===== src/design/bpcb_pkg.sv =====
`default_nettype none

package bpcb_pkg;

    localparam int PIX_W     = 32;
    localparam int CFG_IDX_W = 3;
    localparam int SFMT_W    = 3;
    localparam int DFMT_W    = 2;

    // Register indexes on the config port
    localparam logic [CFG_IDX_W-1:0] REG_BLEND_MODE    = 3'd0;
    localparam logic [CFG_IDX_W-1:0] REG_SOURCE_FORMAT = 3'd1;
    localparam logic [CFG_IDX_W-1:0] REG_DEST_FORMAT   = 3'd2;
    localparam logic [CFG_IDX_W-1:0] REG_FORE_COLOR    = 3'd3;
    localparam logic [CFG_IDX_W-1:0] REG_BACK_COLOR    = 3'd4;

    // Source formats
    localparam logic [SFMT_W-1:0] SFMT_MONO     = 3'd0;
    localparam logic [SFMT_W-1:0] SFMT_RGBA8888 = 3'd1;
    localparam logic [SFMT_W-1:0] SFMT_BGRA8888 = 3'd2;
    localparam logic [SFMT_W-1:0] SFMT_RGB888   = 3'd3;
    localparam logic [SFMT_W-1:0] SFMT_BGR888   = 3'd4;

    // Destination format bits: bit 0 swaps red/blue, bit 1 is a three-byte format
    localparam int DFMT_SWAP_BIT  = 0;
    localparam int DFMT_THREE_BIT = 1;

    // Reset values
    localparam logic              RST_BLEND_MODE    = 1'b0;
    localparam logic [SFMT_W-1:0] RST_SOURCE_FORMAT = SFMT_RGBA8888;
    localparam logic [DFMT_W-1:0] RST_DEST_FORMAT   = 2'd0;
    localparam logic [PIX_W-1:0]  RST_FORE_COLOR    = 32'hffff_ffff;
    localparam logic [PIX_W-1:0]  RST_BACK_COLOR    = 32'hff00_0000;

    typedef logic [PIX_W-1:0]     pixel_t;
    typedef logic [CFG_IDX_W-1:0] cfg_idx_t;

    typedef struct packed {
        logic              blend_mode;
        logic [SFMT_W-1:0] source_format;
        logic [DFMT_W-1:0] dest_format;
        pixel_t            fore_color;
        pixel_t            back_color;
    } cfg_t;

endpackage

`default_nettype wire


===== src/design/bpcb_in_if.sv =====
`default_nettype none

interface bpcb_in_if;
    import bpcb_pkg::*;

    logic   valid;
    logic   ready;
    pixel_t source_pixel;
    pixel_t dest_pixel;

    modport source (output valid, output source_pixel, output dest_pixel, input ready);
    modport sink   (input valid, input source_pixel, input dest_pixel, output ready);
endinterface

`default_nettype wire


===== src/design/bpcb_out_if.sv =====
`default_nettype none

interface bpcb_out_if;
    import bpcb_pkg::*;

    logic   valid;
    logic   ready;
    pixel_t out_pixel;
    logic   write_enable;

    modport source (output valid, output out_pixel, output write_enable, input ready);
    modport sink   (input valid, input out_pixel, input write_enable, output ready);
endinterface

`default_nettype wire


===== src/design/bpcb_cfg_if.sv =====
`default_nettype none

interface bpcb_cfg_if;
    import bpcb_pkg::*;

    logic     valid;
    logic     ready;
    cfg_idx_t index;
    pixel_t   data;

    modport source (output valid, output index, output data, input ready);
    modport sink   (input valid, input index, input data, output ready);
endinterface

`default_nettype wire


===== src/design/bpcb_cfg_regs.sv =====
`default_nettype none

module bpcb_cfg_regs (
    input  wire logic      clk,
    input  wire logic      rst_n,
    bpcb_cfg_if.sink       cfg,
    output bpcb_pkg::cfg_t cfg_q
);
    import bpcb_pkg::*;

    cfg_t cfg_reg;
    logic wr;

    assign cfg.ready = 1'b1;
    assign wr        = cfg.valid && cfg.ready;
    assign cfg_q     = cfg_reg;

    always_ff @(posedge clk or negedge rst_n)
    begin
        if (!rst_n)
        begin
            cfg_reg.blend_mode    <= RST_BLEND_MODE;
            cfg_reg.source_format <= RST_SOURCE_FORMAT;
            cfg_reg.dest_format   <= RST_DEST_FORMAT;
            cfg_reg.fore_color    <= RST_FORE_COLOR;
            cfg_reg.back_color    <= RST_BACK_COLOR;
        end
        else if (wr)
        begin
            case (cfg.index)
                REG_BLEND_MODE:    cfg_reg.blend_mode    <= cfg.data[0];
                REG_SOURCE_FORMAT: cfg_reg.source_format <= cfg.data[SFMT_W-1:0];
                REG_DEST_FORMAT:   cfg_reg.dest_format   <= cfg.data[DFMT_W-1:0];
                REG_FORE_COLOR:    cfg_reg.fore_color    <= cfg.data;
                REG_BACK_COLOR:    cfg_reg.back_color    <= cfg.data;
                default:           ;
            endcase
        end
    end

endmodule

`default_nettype wire


===== src/design/bpcb_datapath.sv =====
`default_nettype none

module bpcb_datapath (
    input  wire bpcb_pkg::cfg_t   cfg_q,
    input  wire bpcb_pkg::pixel_t source_pixel,
    input  wire bpcb_pkg::pixel_t dest_pixel,
    output bpcb_pkg::pixel_t      out_pixel,
    output logic                  write_enable
);
    import bpcb_pkg::*;

    // floor(x / 255), exact for x up to 255*255
    function automatic logic [7:0] div255(input logic [15:0] x);
        logic [15:0] t;
        t = x + 16'd1 + {8'd0, x[15:8]};
        return t[15:8];
    endfunction

    logic       src_ok;
    pixel_t     mono_c;
    logic [7:0] s_r, s_g, s_b, s_a;
    logic [7:0] d_r, d_g, d_b;
    logic [7:0] inv_a;
    logic [7:0] r_r, r_g, r_b;
    logic [7:0] o_r, o_g, o_b;
    logic       swap, three, blend_mix;
    logic       alpha_zero, alpha_full;

    assign mono_c = source_pixel[0] ? cfg_q.fore_color : cfg_q.back_color;

    always_comb
    begin
        src_ok = 1'b1;
        s_r    = source_pixel[7:0];
        s_g    = source_pixel[15:8];
        s_b    = source_pixel[23:16];
        s_a    = source_pixel[31:24];
        case (cfg_q.source_format)
            SFMT_MONO:
            begin
                s_r = mono_c[7:0];
                s_g = mono_c[15:8];
                s_b = mono_c[23:16];
                s_a = mono_c[31:24];
            end
            SFMT_RGBA8888: ;
            SFMT_BGRA8888:
            begin
                s_r = source_pixel[23:16];
                s_b = source_pixel[7:0];
            end
            SFMT_RGB888:
                s_a = 8'hff;
            SFMT_BGR888:
            begin
                s_r = source_pixel[23:16];
                s_b = source_pixel[7:0];
                s_a = 8'hff;
            end
            default:
                src_ok = 1'b0;
        endcase
    end

    assign swap  = cfg_q.dest_format[DFMT_SWAP_BIT];
    assign three = cfg_q.dest_format[DFMT_THREE_BIT];

    assign d_r = swap ? dest_pixel[23:16] : dest_pixel[7:0];
    assign d_g = dest_pixel[15:8];
    assign d_b = swap ? dest_pixel[7:0] : dest_pixel[23:16];

    assign inv_a = 8'hff - s_a;
    assign r_r   = div255(16'(s_r * s_a) + 16'(d_r * inv_a));
    assign r_g   = div255(16'(s_g * s_a) + 16'(d_g * inv_a));
    assign r_b   = div255(16'(s_b * s_a) + 16'(d_b * inv_a));

    assign alpha_zero = (s_a == 8'h00);
    assign alpha_full = (s_a == 8'hff);
    assign blend_mix  = cfg_q.blend_mode && !alpha_full;

    assign o_r = blend_mix ? r_r : s_r;
    assign o_g = blend_mix ? r_g : s_g;
    assign o_b = blend_mix ? r_b : s_b;

    always_comb
    begin
        write_enable = src_ok && !(cfg_q.blend_mode && alpha_zero);
        if (write_enable)
            out_pixel = {(three ? 8'h00 : s_a), (swap ? o_r : o_b), o_g, (swap ? o_b : o_r)};
        else
            out_pixel = '0;
    end

endmodule

`default_nettype wire


===== src/design/blit_pixel_convert_blend_unit.sv =====
// Blitter pixel datapath: format conversion and alpha blending.
// Channels:
//   pix_in  - request carries source_pixel and dest_pixel (valid/ready).
//   pix_out - result carries out_pixel and write_enable (valid/ready);
//             write_enable low means leave the destination pixel untouched.
//   cfg     - register writes (index, data); always ready, takes effect on
//             the next cycle. Write only while no pixel is in flight.
// Path: an accepted request goes through the input register, one pass of
// convert/blend logic and the result register. Throughput: one pixel per
// clock while pix_out is not stalled, set by the two-stage register
// pipeline; the per-channel 8x8 multiply and divide-by-255 sit in that pass.
// Reset: both stages empty, registers return to RGBA8888 source, RGBA8888
// destination, replace mode, white foreground, opaque black background.
// Stall: when pix_out.ready is low the result register holds; the input
// register still fills, and pix_in.ready drops only when both are full.
`default_nettype none

module blit_pixel_convert_blend_unit (
    input  wire logic   clk,
    input  wire logic   rst_n,
    bpcb_in_if.sink     pix_in,
    bpcb_out_if.source  pix_out,
    bpcb_cfg_if.sink    cfg
);
    import bpcb_pkg::*;

    cfg_t   cfg_q;

    logic   s1_valid_reg, s1_valid_next;
    pixel_t s1_src_reg;
    pixel_t s1_dst_reg;

    logic   out_valid_reg, out_valid_next;
    pixel_t out_pixel_reg;
    logic   out_we_reg;

    pixel_t dp_pixel;
    logic   dp_we;

    logic   in_acc;
    logic   s2_free;
    logic   s2_load;

    bpcb_cfg_regs u_cfg (
        .clk   (clk),
        .rst_n (rst_n),
        .cfg   (cfg),
        .cfg_q (cfg_q)
    );

    bpcb_datapath u_dp (
        .cfg_q        (cfg_q),
        .source_pixel (s1_src_reg),
        .dest_pixel   (s1_dst_reg),
        .out_pixel    (dp_pixel),
        .write_enable (dp_we)
    );

    assign s2_free      = !out_valid_reg || pix_out.ready;
    assign s2_load      = s1_valid_reg && s2_free;
    assign pix_in.ready = !s1_valid_reg || s2_free;
    assign in_acc       = pix_in.valid && pix_in.ready;

    assign s1_valid_next  = in_acc || (s1_valid_reg && !s2_free);
    assign out_valid_next = s2_free ? s1_valid_reg : out_valid_reg;

    always_ff @(posedge clk or negedge rst_n)
    begin
        if (!rst_n)
        begin
            s1_valid_reg  <= 1'b0;
            out_valid_reg <= 1'b0;
        end
        else
        begin
            s1_valid_reg  <= s1_valid_next;
            out_valid_reg <= out_valid_next;
        end
    end

    always_ff @(posedge clk)
    begin
        if (in_acc)
        begin
            s1_src_reg <= pix_in.source_pixel;
            s1_dst_reg <= pix_in.dest_pixel;
        end
        if (s2_load)
        begin
            out_pixel_reg <= dp_pixel;
            out_we_reg    <= dp_we;
        end
    end

    assign pix_out.valid        = out_valid_reg;
    assign pix_out.out_pixel    = out_pixel_reg;
    assign pix_out.write_enable = out_we_reg;

`ifndef SYNTHESIS
    // an accepted request always lands in the input stage
    a_in_lands: assert property (@(posedge clk) disable iff (!rst_n)
        in_acc |=> s1_valid_reg)
        else $error("accepted pixel not held in input stage");

    // a pixel in the input stage is never dropped while the output is stalled
    a_s1_kept: assert property (@(posedge clk) disable iff (!rst_n)
        s1_valid_reg && !s2_free |=> s1_valid_reg && $stable(s1_src_reg))
        else $error("input stage lost a pixel under stall");

    // an unwritten result carries a zero pixel
    a_zero_skip: assert property (@(posedge clk) disable iff (!rst_n)
        out_valid_reg && !out_we_reg |-> out_pixel_reg == '0)
        else $error("skipped pixel has nonzero data");

    // output drains when nothing waits behind it
    a_drain: assert property (@(posedge clk) disable iff (!rst_n)
        out_valid_reg && pix_out.ready && !s1_valid_reg |=> !out_valid_reg)
        else $error("result repeated after being taken");
`endif

endmodule

`default_nettype wire

===== src/flat_wrapper.sv =====
// flat-port wrapper written by rule: the top's interface ports become plain ports
module blit_pixel_convert_blend_unit_flat import bpcb_pkg::*;
  (clk, rst_n, pix_in_valid, pix_in_source_pixel, pix_in_dest_pixel, pix_in_ready, pix_out_valid, pix_out_out_pixel, pix_out_write_enable, pix_out_ready, cfg_valid, cfg_index, cfg_data, cfg_ready);
  bpcb_in_if pix_in_i ();
  bpcb_out_if pix_out_i ();
  bpcb_cfg_if cfg_i ();
  input  wire logic clk;
  input  wire logic rst_n;
  input wire logic [$bits(pix_in_i.valid)-1:0] pix_in_valid;
  input wire logic [$bits(pix_in_i.source_pixel)-1:0] pix_in_source_pixel;
  input wire logic [$bits(pix_in_i.dest_pixel)-1:0] pix_in_dest_pixel;
  output wire logic [$bits(pix_in_i.ready)-1:0] pix_in_ready;
  output wire logic [$bits(pix_out_i.valid)-1:0] pix_out_valid;
  output wire logic [$bits(pix_out_i.out_pixel)-1:0] pix_out_out_pixel;
  output wire logic [$bits(pix_out_i.write_enable)-1:0] pix_out_write_enable;
  input wire logic [$bits(pix_out_i.ready)-1:0] pix_out_ready;
  input wire logic [$bits(cfg_i.valid)-1:0] cfg_valid;
  input wire logic [$bits(cfg_i.index)-1:0] cfg_index;
  input wire logic [$bits(cfg_i.data)-1:0] cfg_data;
  output wire logic [$bits(cfg_i.ready)-1:0] cfg_ready;
  assign pix_in_i.valid = pix_in_valid;
  assign pix_in_i.source_pixel = pix_in_source_pixel;
  assign pix_in_i.dest_pixel = pix_in_dest_pixel;
  assign pix_in_ready = pix_in_i.ready;
  assign pix_out_valid = pix_out_i.valid;
  assign pix_out_out_pixel = pix_out_i.out_pixel;
  assign pix_out_write_enable = pix_out_i.write_enable;
  assign pix_out_i.ready = pix_out_ready;
  assign cfg_i.valid = cfg_valid;
  assign cfg_i.index = cfg_index;
  assign cfg_i.data = cfg_data;
  assign cfg_ready = cfg_i.ready;
  blit_pixel_convert_blend_unit u_core (.clk(clk), .rst_n(rst_n), .pix_in(pix_in_i), .pix_out(pix_out_i), .cfg(cfg_i));
endmodule

===== config.mk =====
export PLATFORM = sky130hd
export DESIGN_NAME = blit_pixel_convert_blend_unit_flat
export DESIGN_NICKNAME = d
export VERILOG_FILES = /design/src/design/bpcb_pkg.sv /design/src/design/bpcb_in_if.sv /design/src/design/bpcb_out_if.sv /design/src/design/bpcb_cfg_if.sv /design/src/design/bpcb_cfg_regs.sv /design/src/design/bpcb_datapath.sv /design/src/design/blit_pixel_convert_blend_unit.sv /design/src/flat_wrapper.sv
export SDC_FILE = /design/constraint.sdc
export NUM_CORES = 1
export LEC_CHECK = 0
export BUFFER_PORTS_ARGS = -buffer_cell sky130_fd_sc_hd__buf_2
export CELL_PAD_IN_SITES_DETAIL_PLACEMENT = 1
export CELL_PAD_IN_SITES_GLOBAL_PLACEMENT = 1
export CORE_ASPECT_RATIO = 2
export CORE_MARGIN = 1
export CORE_UTILIZATION = 50
export CTS_BUF_LIST = sky130_fd_sc_hd__clkbuf_4 sky130_fd_sc_hd__clkbuf_8 sky130_fd_sc_hd__clkbuf_16
export DETAILED_ROUTE_END_ITERATION = 16
export PLACE_DENSITY_LB_ADDON = 0.1
export REMOVE_ABC_BUFFERS = 1
export SYNTH_ARGS = -nofsm -noshare
export SYNTH_HDL_FRONTEND = slang
export SYNTH_SLANG_ARGS = --single-unit

===== constraint.sdc =====
create_clock -name clk -period 9.4 [get_ports clk]
set_clock_uncertainty 0.15 [all_clocks]
set_input_delay 1.88 -clock clk [delete_from_list [all_inputs] [get_ports clk]]
set_output_delay 1.88 -clock clk [all_outputs]
set_load 0.02 [all_outputs]

==> out/metrics.cfg <==
[synthesis]
synth_warnings=0
syn_avg_cell_area_um2=9.46
ys_types=85
async_flop_share_pct=44.7
synthCells=2300
synth_ff_type=edfxtp_1
seq_area_frac_synth_pct=20.8
syn_area_mm2=0.0217
synth_edf_count=89
ys_ff_latch=161

[route]
drc=0
wire_per_inst_um=25.0
first_pass_iters=5
drt-total-wl_um=76700
via_per_inst=5.88
vias=18020
antenna_left=0
first_iter_violations=720

[grt]
track_usage_pct=36.2
antenna_found_initial=0
first_global_vias=21129
met1_usage_pct=33.0
grt_max_degree=73
overflow=0
top_usage_layer=met2
grt_pass1_wl_um=117000
use_met2_pct=66.2
use_met3_pct=6.05

[cts]
path_clk_slew_ps=80
htreeDepth=4
cts_hold_buf=0
cts_tree=done
cts_inserted_buffers=17
clkLatencyLatePin_ps=470
clk_path_buf_depth=2
root_buffer=clkbuf_16
clkSinkCount=161

[worst_setup_path]
arrival_ps=9270
crit_buf_inv=9
critical-path-slowest-cell=dfstp_2
crit_type=flop to flop
crit_cells=35
critPathRequiredTime_ps=9460
cp_max_fo=8
cp_top_family=adder cells
crit_path_start_kind=flop
ff2ff_path_depth=35
end_kind=flop
cp_slowest_stage_delay_ps=600

[place]
place_congestion=0.922
dpl.hpwl_um=61900
portBuffers=130

[die]
core_area_mm2=0.0427
die_h_um=297
initial_core_util_pct=50.9
ioPinCount=140
dieArea_mm2=0.0444
die_w_um=149
rows=107

[timing]
grt_setup_unrepaired=yes
tightest_slew_ps=972
timing.final.crit_share_pct=98.0
fin_crit_ps=9210
finalSetupViolCount=0
final-hold-violation-count=0
whs_ps=351
slew_violations=0
max-slew-margin-rel_pct=35.2
fmax_mhz=109

[finish]
layout.nets=3107
largest_register_ffs=70
area_delta_synth_final_pct=14.2
drive_gt1_share_pct=19.6

[outcome]
outcome=finished, final reports clean

[min_path]
hp-class=flop to flop
hold_path_depth=1

[job]
cap_violations=0

[routing by layer]
layer | wire length [um] | up-vias
li1 | - | 7829
met1 | 24100 | 9199
met2 | 41300 | 632
met3 | 3400 | 360
met4 | 7970 | 0
met5 | 0 | -
[stage by stage]
stage	instances	TNS (ps)	utilization [%]	cell area, um2	setup slack [ps]
floorplan	2216	-10720	-	21400	-658
global placement	3023	0	56.2	24000	146
detailed placement	3023	-41.0	56.2	24000	-35.2
CTS	3057	0	57.7	24600	3.10
global route	3066	-103	58.2	24800	-50.5
finish	3067	0	58.2	24800	189
[cell usage after synthesis (15+ instances only)]
cell        n  area share, %
a211oi_1   31            1.1
a21o_1     18           0.62
a21oi_1    48            1.1
and2_1     57            1.6
buf_2      15           0.35
clkbuf_1   60            1.0
dfrtp_1    31            3.6
dfstp_2    41            5.0
edfxtp_1   89             12
fa_1      288             27
ha_1      207             12
inv_1     432            7.5
mux2_2     80            4.1
mux2i_1    37            1.7
nand2_1   161            2.8
nand2b_1   33           0.95
nand3_1    28           0.64
nand4_1    28           0.81
nor2_1    276            4.8
nor2b_1    36            1.0
o21a_1     16           0.55
o21ai_0    51            1.2
xnor2_1    33            1.3
xor2_1     26            1.0
[placed cells by master, fill, tap and decap left out, types with 5 or more instances in the layout]
cell type  netlist  routed
or3_1            9       8
nand4_1         28      28
and3_1           6       5
and2_1          57      56
nand3_1         28      26
o21a_1          16      16
ha_1           207     207
nor2_1         276     274
nor3_1          13      12
a21o_1          18      17
a21oi_1         48      42
o21ai_1          9      11
o221ai_1         6       6
a31oi_1          7       7
o211ai_1         8       8
clkbuf_16        0      19
a211o_1          9       7
nand2b_1        33      33
dfstp_2         41      41
fa_1           288     288
xnor2_1         33      30
mux2i_1         37      37
edfxtp_1        89      89
or2_2           10       9
dfrtp_1         31      30
nor2b_1         36      36
o21ai_0         51      46
a211oi_1        31      27
a21oi_2          1       6
mux2_2          80      80
o31ai_1          7       7
nand2_1        161     160
a211oi_4         0       6
xor2_1          26      22
buf_12           0      14
buf_4            2     128
buf_2           15     129
inv_1          432     432
[final cells by class]
class / count / area (um2)
inverters: 432 / 1620
flip-flops and latches: 161 / 4530
diodes: 1 / 2.50
fillers: 4901 / 17900
clock inverters: 12 / 134
repair buffers: 273 / 1910
clock buffers: 20 / 483
multi-input cells: 1623 / 15500
well taps: 545 / 682
[final timing paths]
check	end	start	slack [ps]
max in group asynchronous	u_core.u_cfg.cfg_q[64]	rst_n	7030
setup reg to reg	u_core.pix_out.out_pixel[15]	u_core.u_cfg.cfg_q[66]	190
min in group asynchronous	u_core.s1_valid_reg	rst_n	1370
hold / removal	u_core.u_cfg.cfg_q[3]	u_core.u_cfg.cfg_q[3]	350
hold reg to reg	u_core.u_cfg.cfg_q[3]	u_core.u_cfg.cfg_q[3]	350
setup / recovery	u_core.pix_out.out_pixel[15]	u_core.u_cfg.cfg_q[66]	190
[cell families after synthesis]
kind of cell	share of synthesized area, %
flip-flops	20.8
buffers and inverters	9.10
AND/OR/NAND/NOR	14.3
other	0.0345
adder cells (fa/ha/maj)	38.4
AO/OA/AOI/OAI	8.91
multiplexers	5.91
XOR/XNOR	2.48
[worst reg2reg max path, delay by kind of cell, from the launching register on]
kind | cells | cell delay, ps
adder cells (fa/ha/maj) | 8 | 3550
AO/OA/AOI/OAI | 11 | 2290
buffers and inverters | 9 | 1310
AND/OR/NAND/NOR | 5 | 630
flip-flops | 1 | 600
XOR/XNOR | 2 | 450
[timing repair]
item	CTS	global route
setup buffers	2	9
pin swaps	1	8
endpoints found under the setup margin	4	21
gates resized for setup	2	35
Power is left out: the tool's default activity adds up to more than one toggle a clock period on the data nets, which glitch-free logic cannot reach.
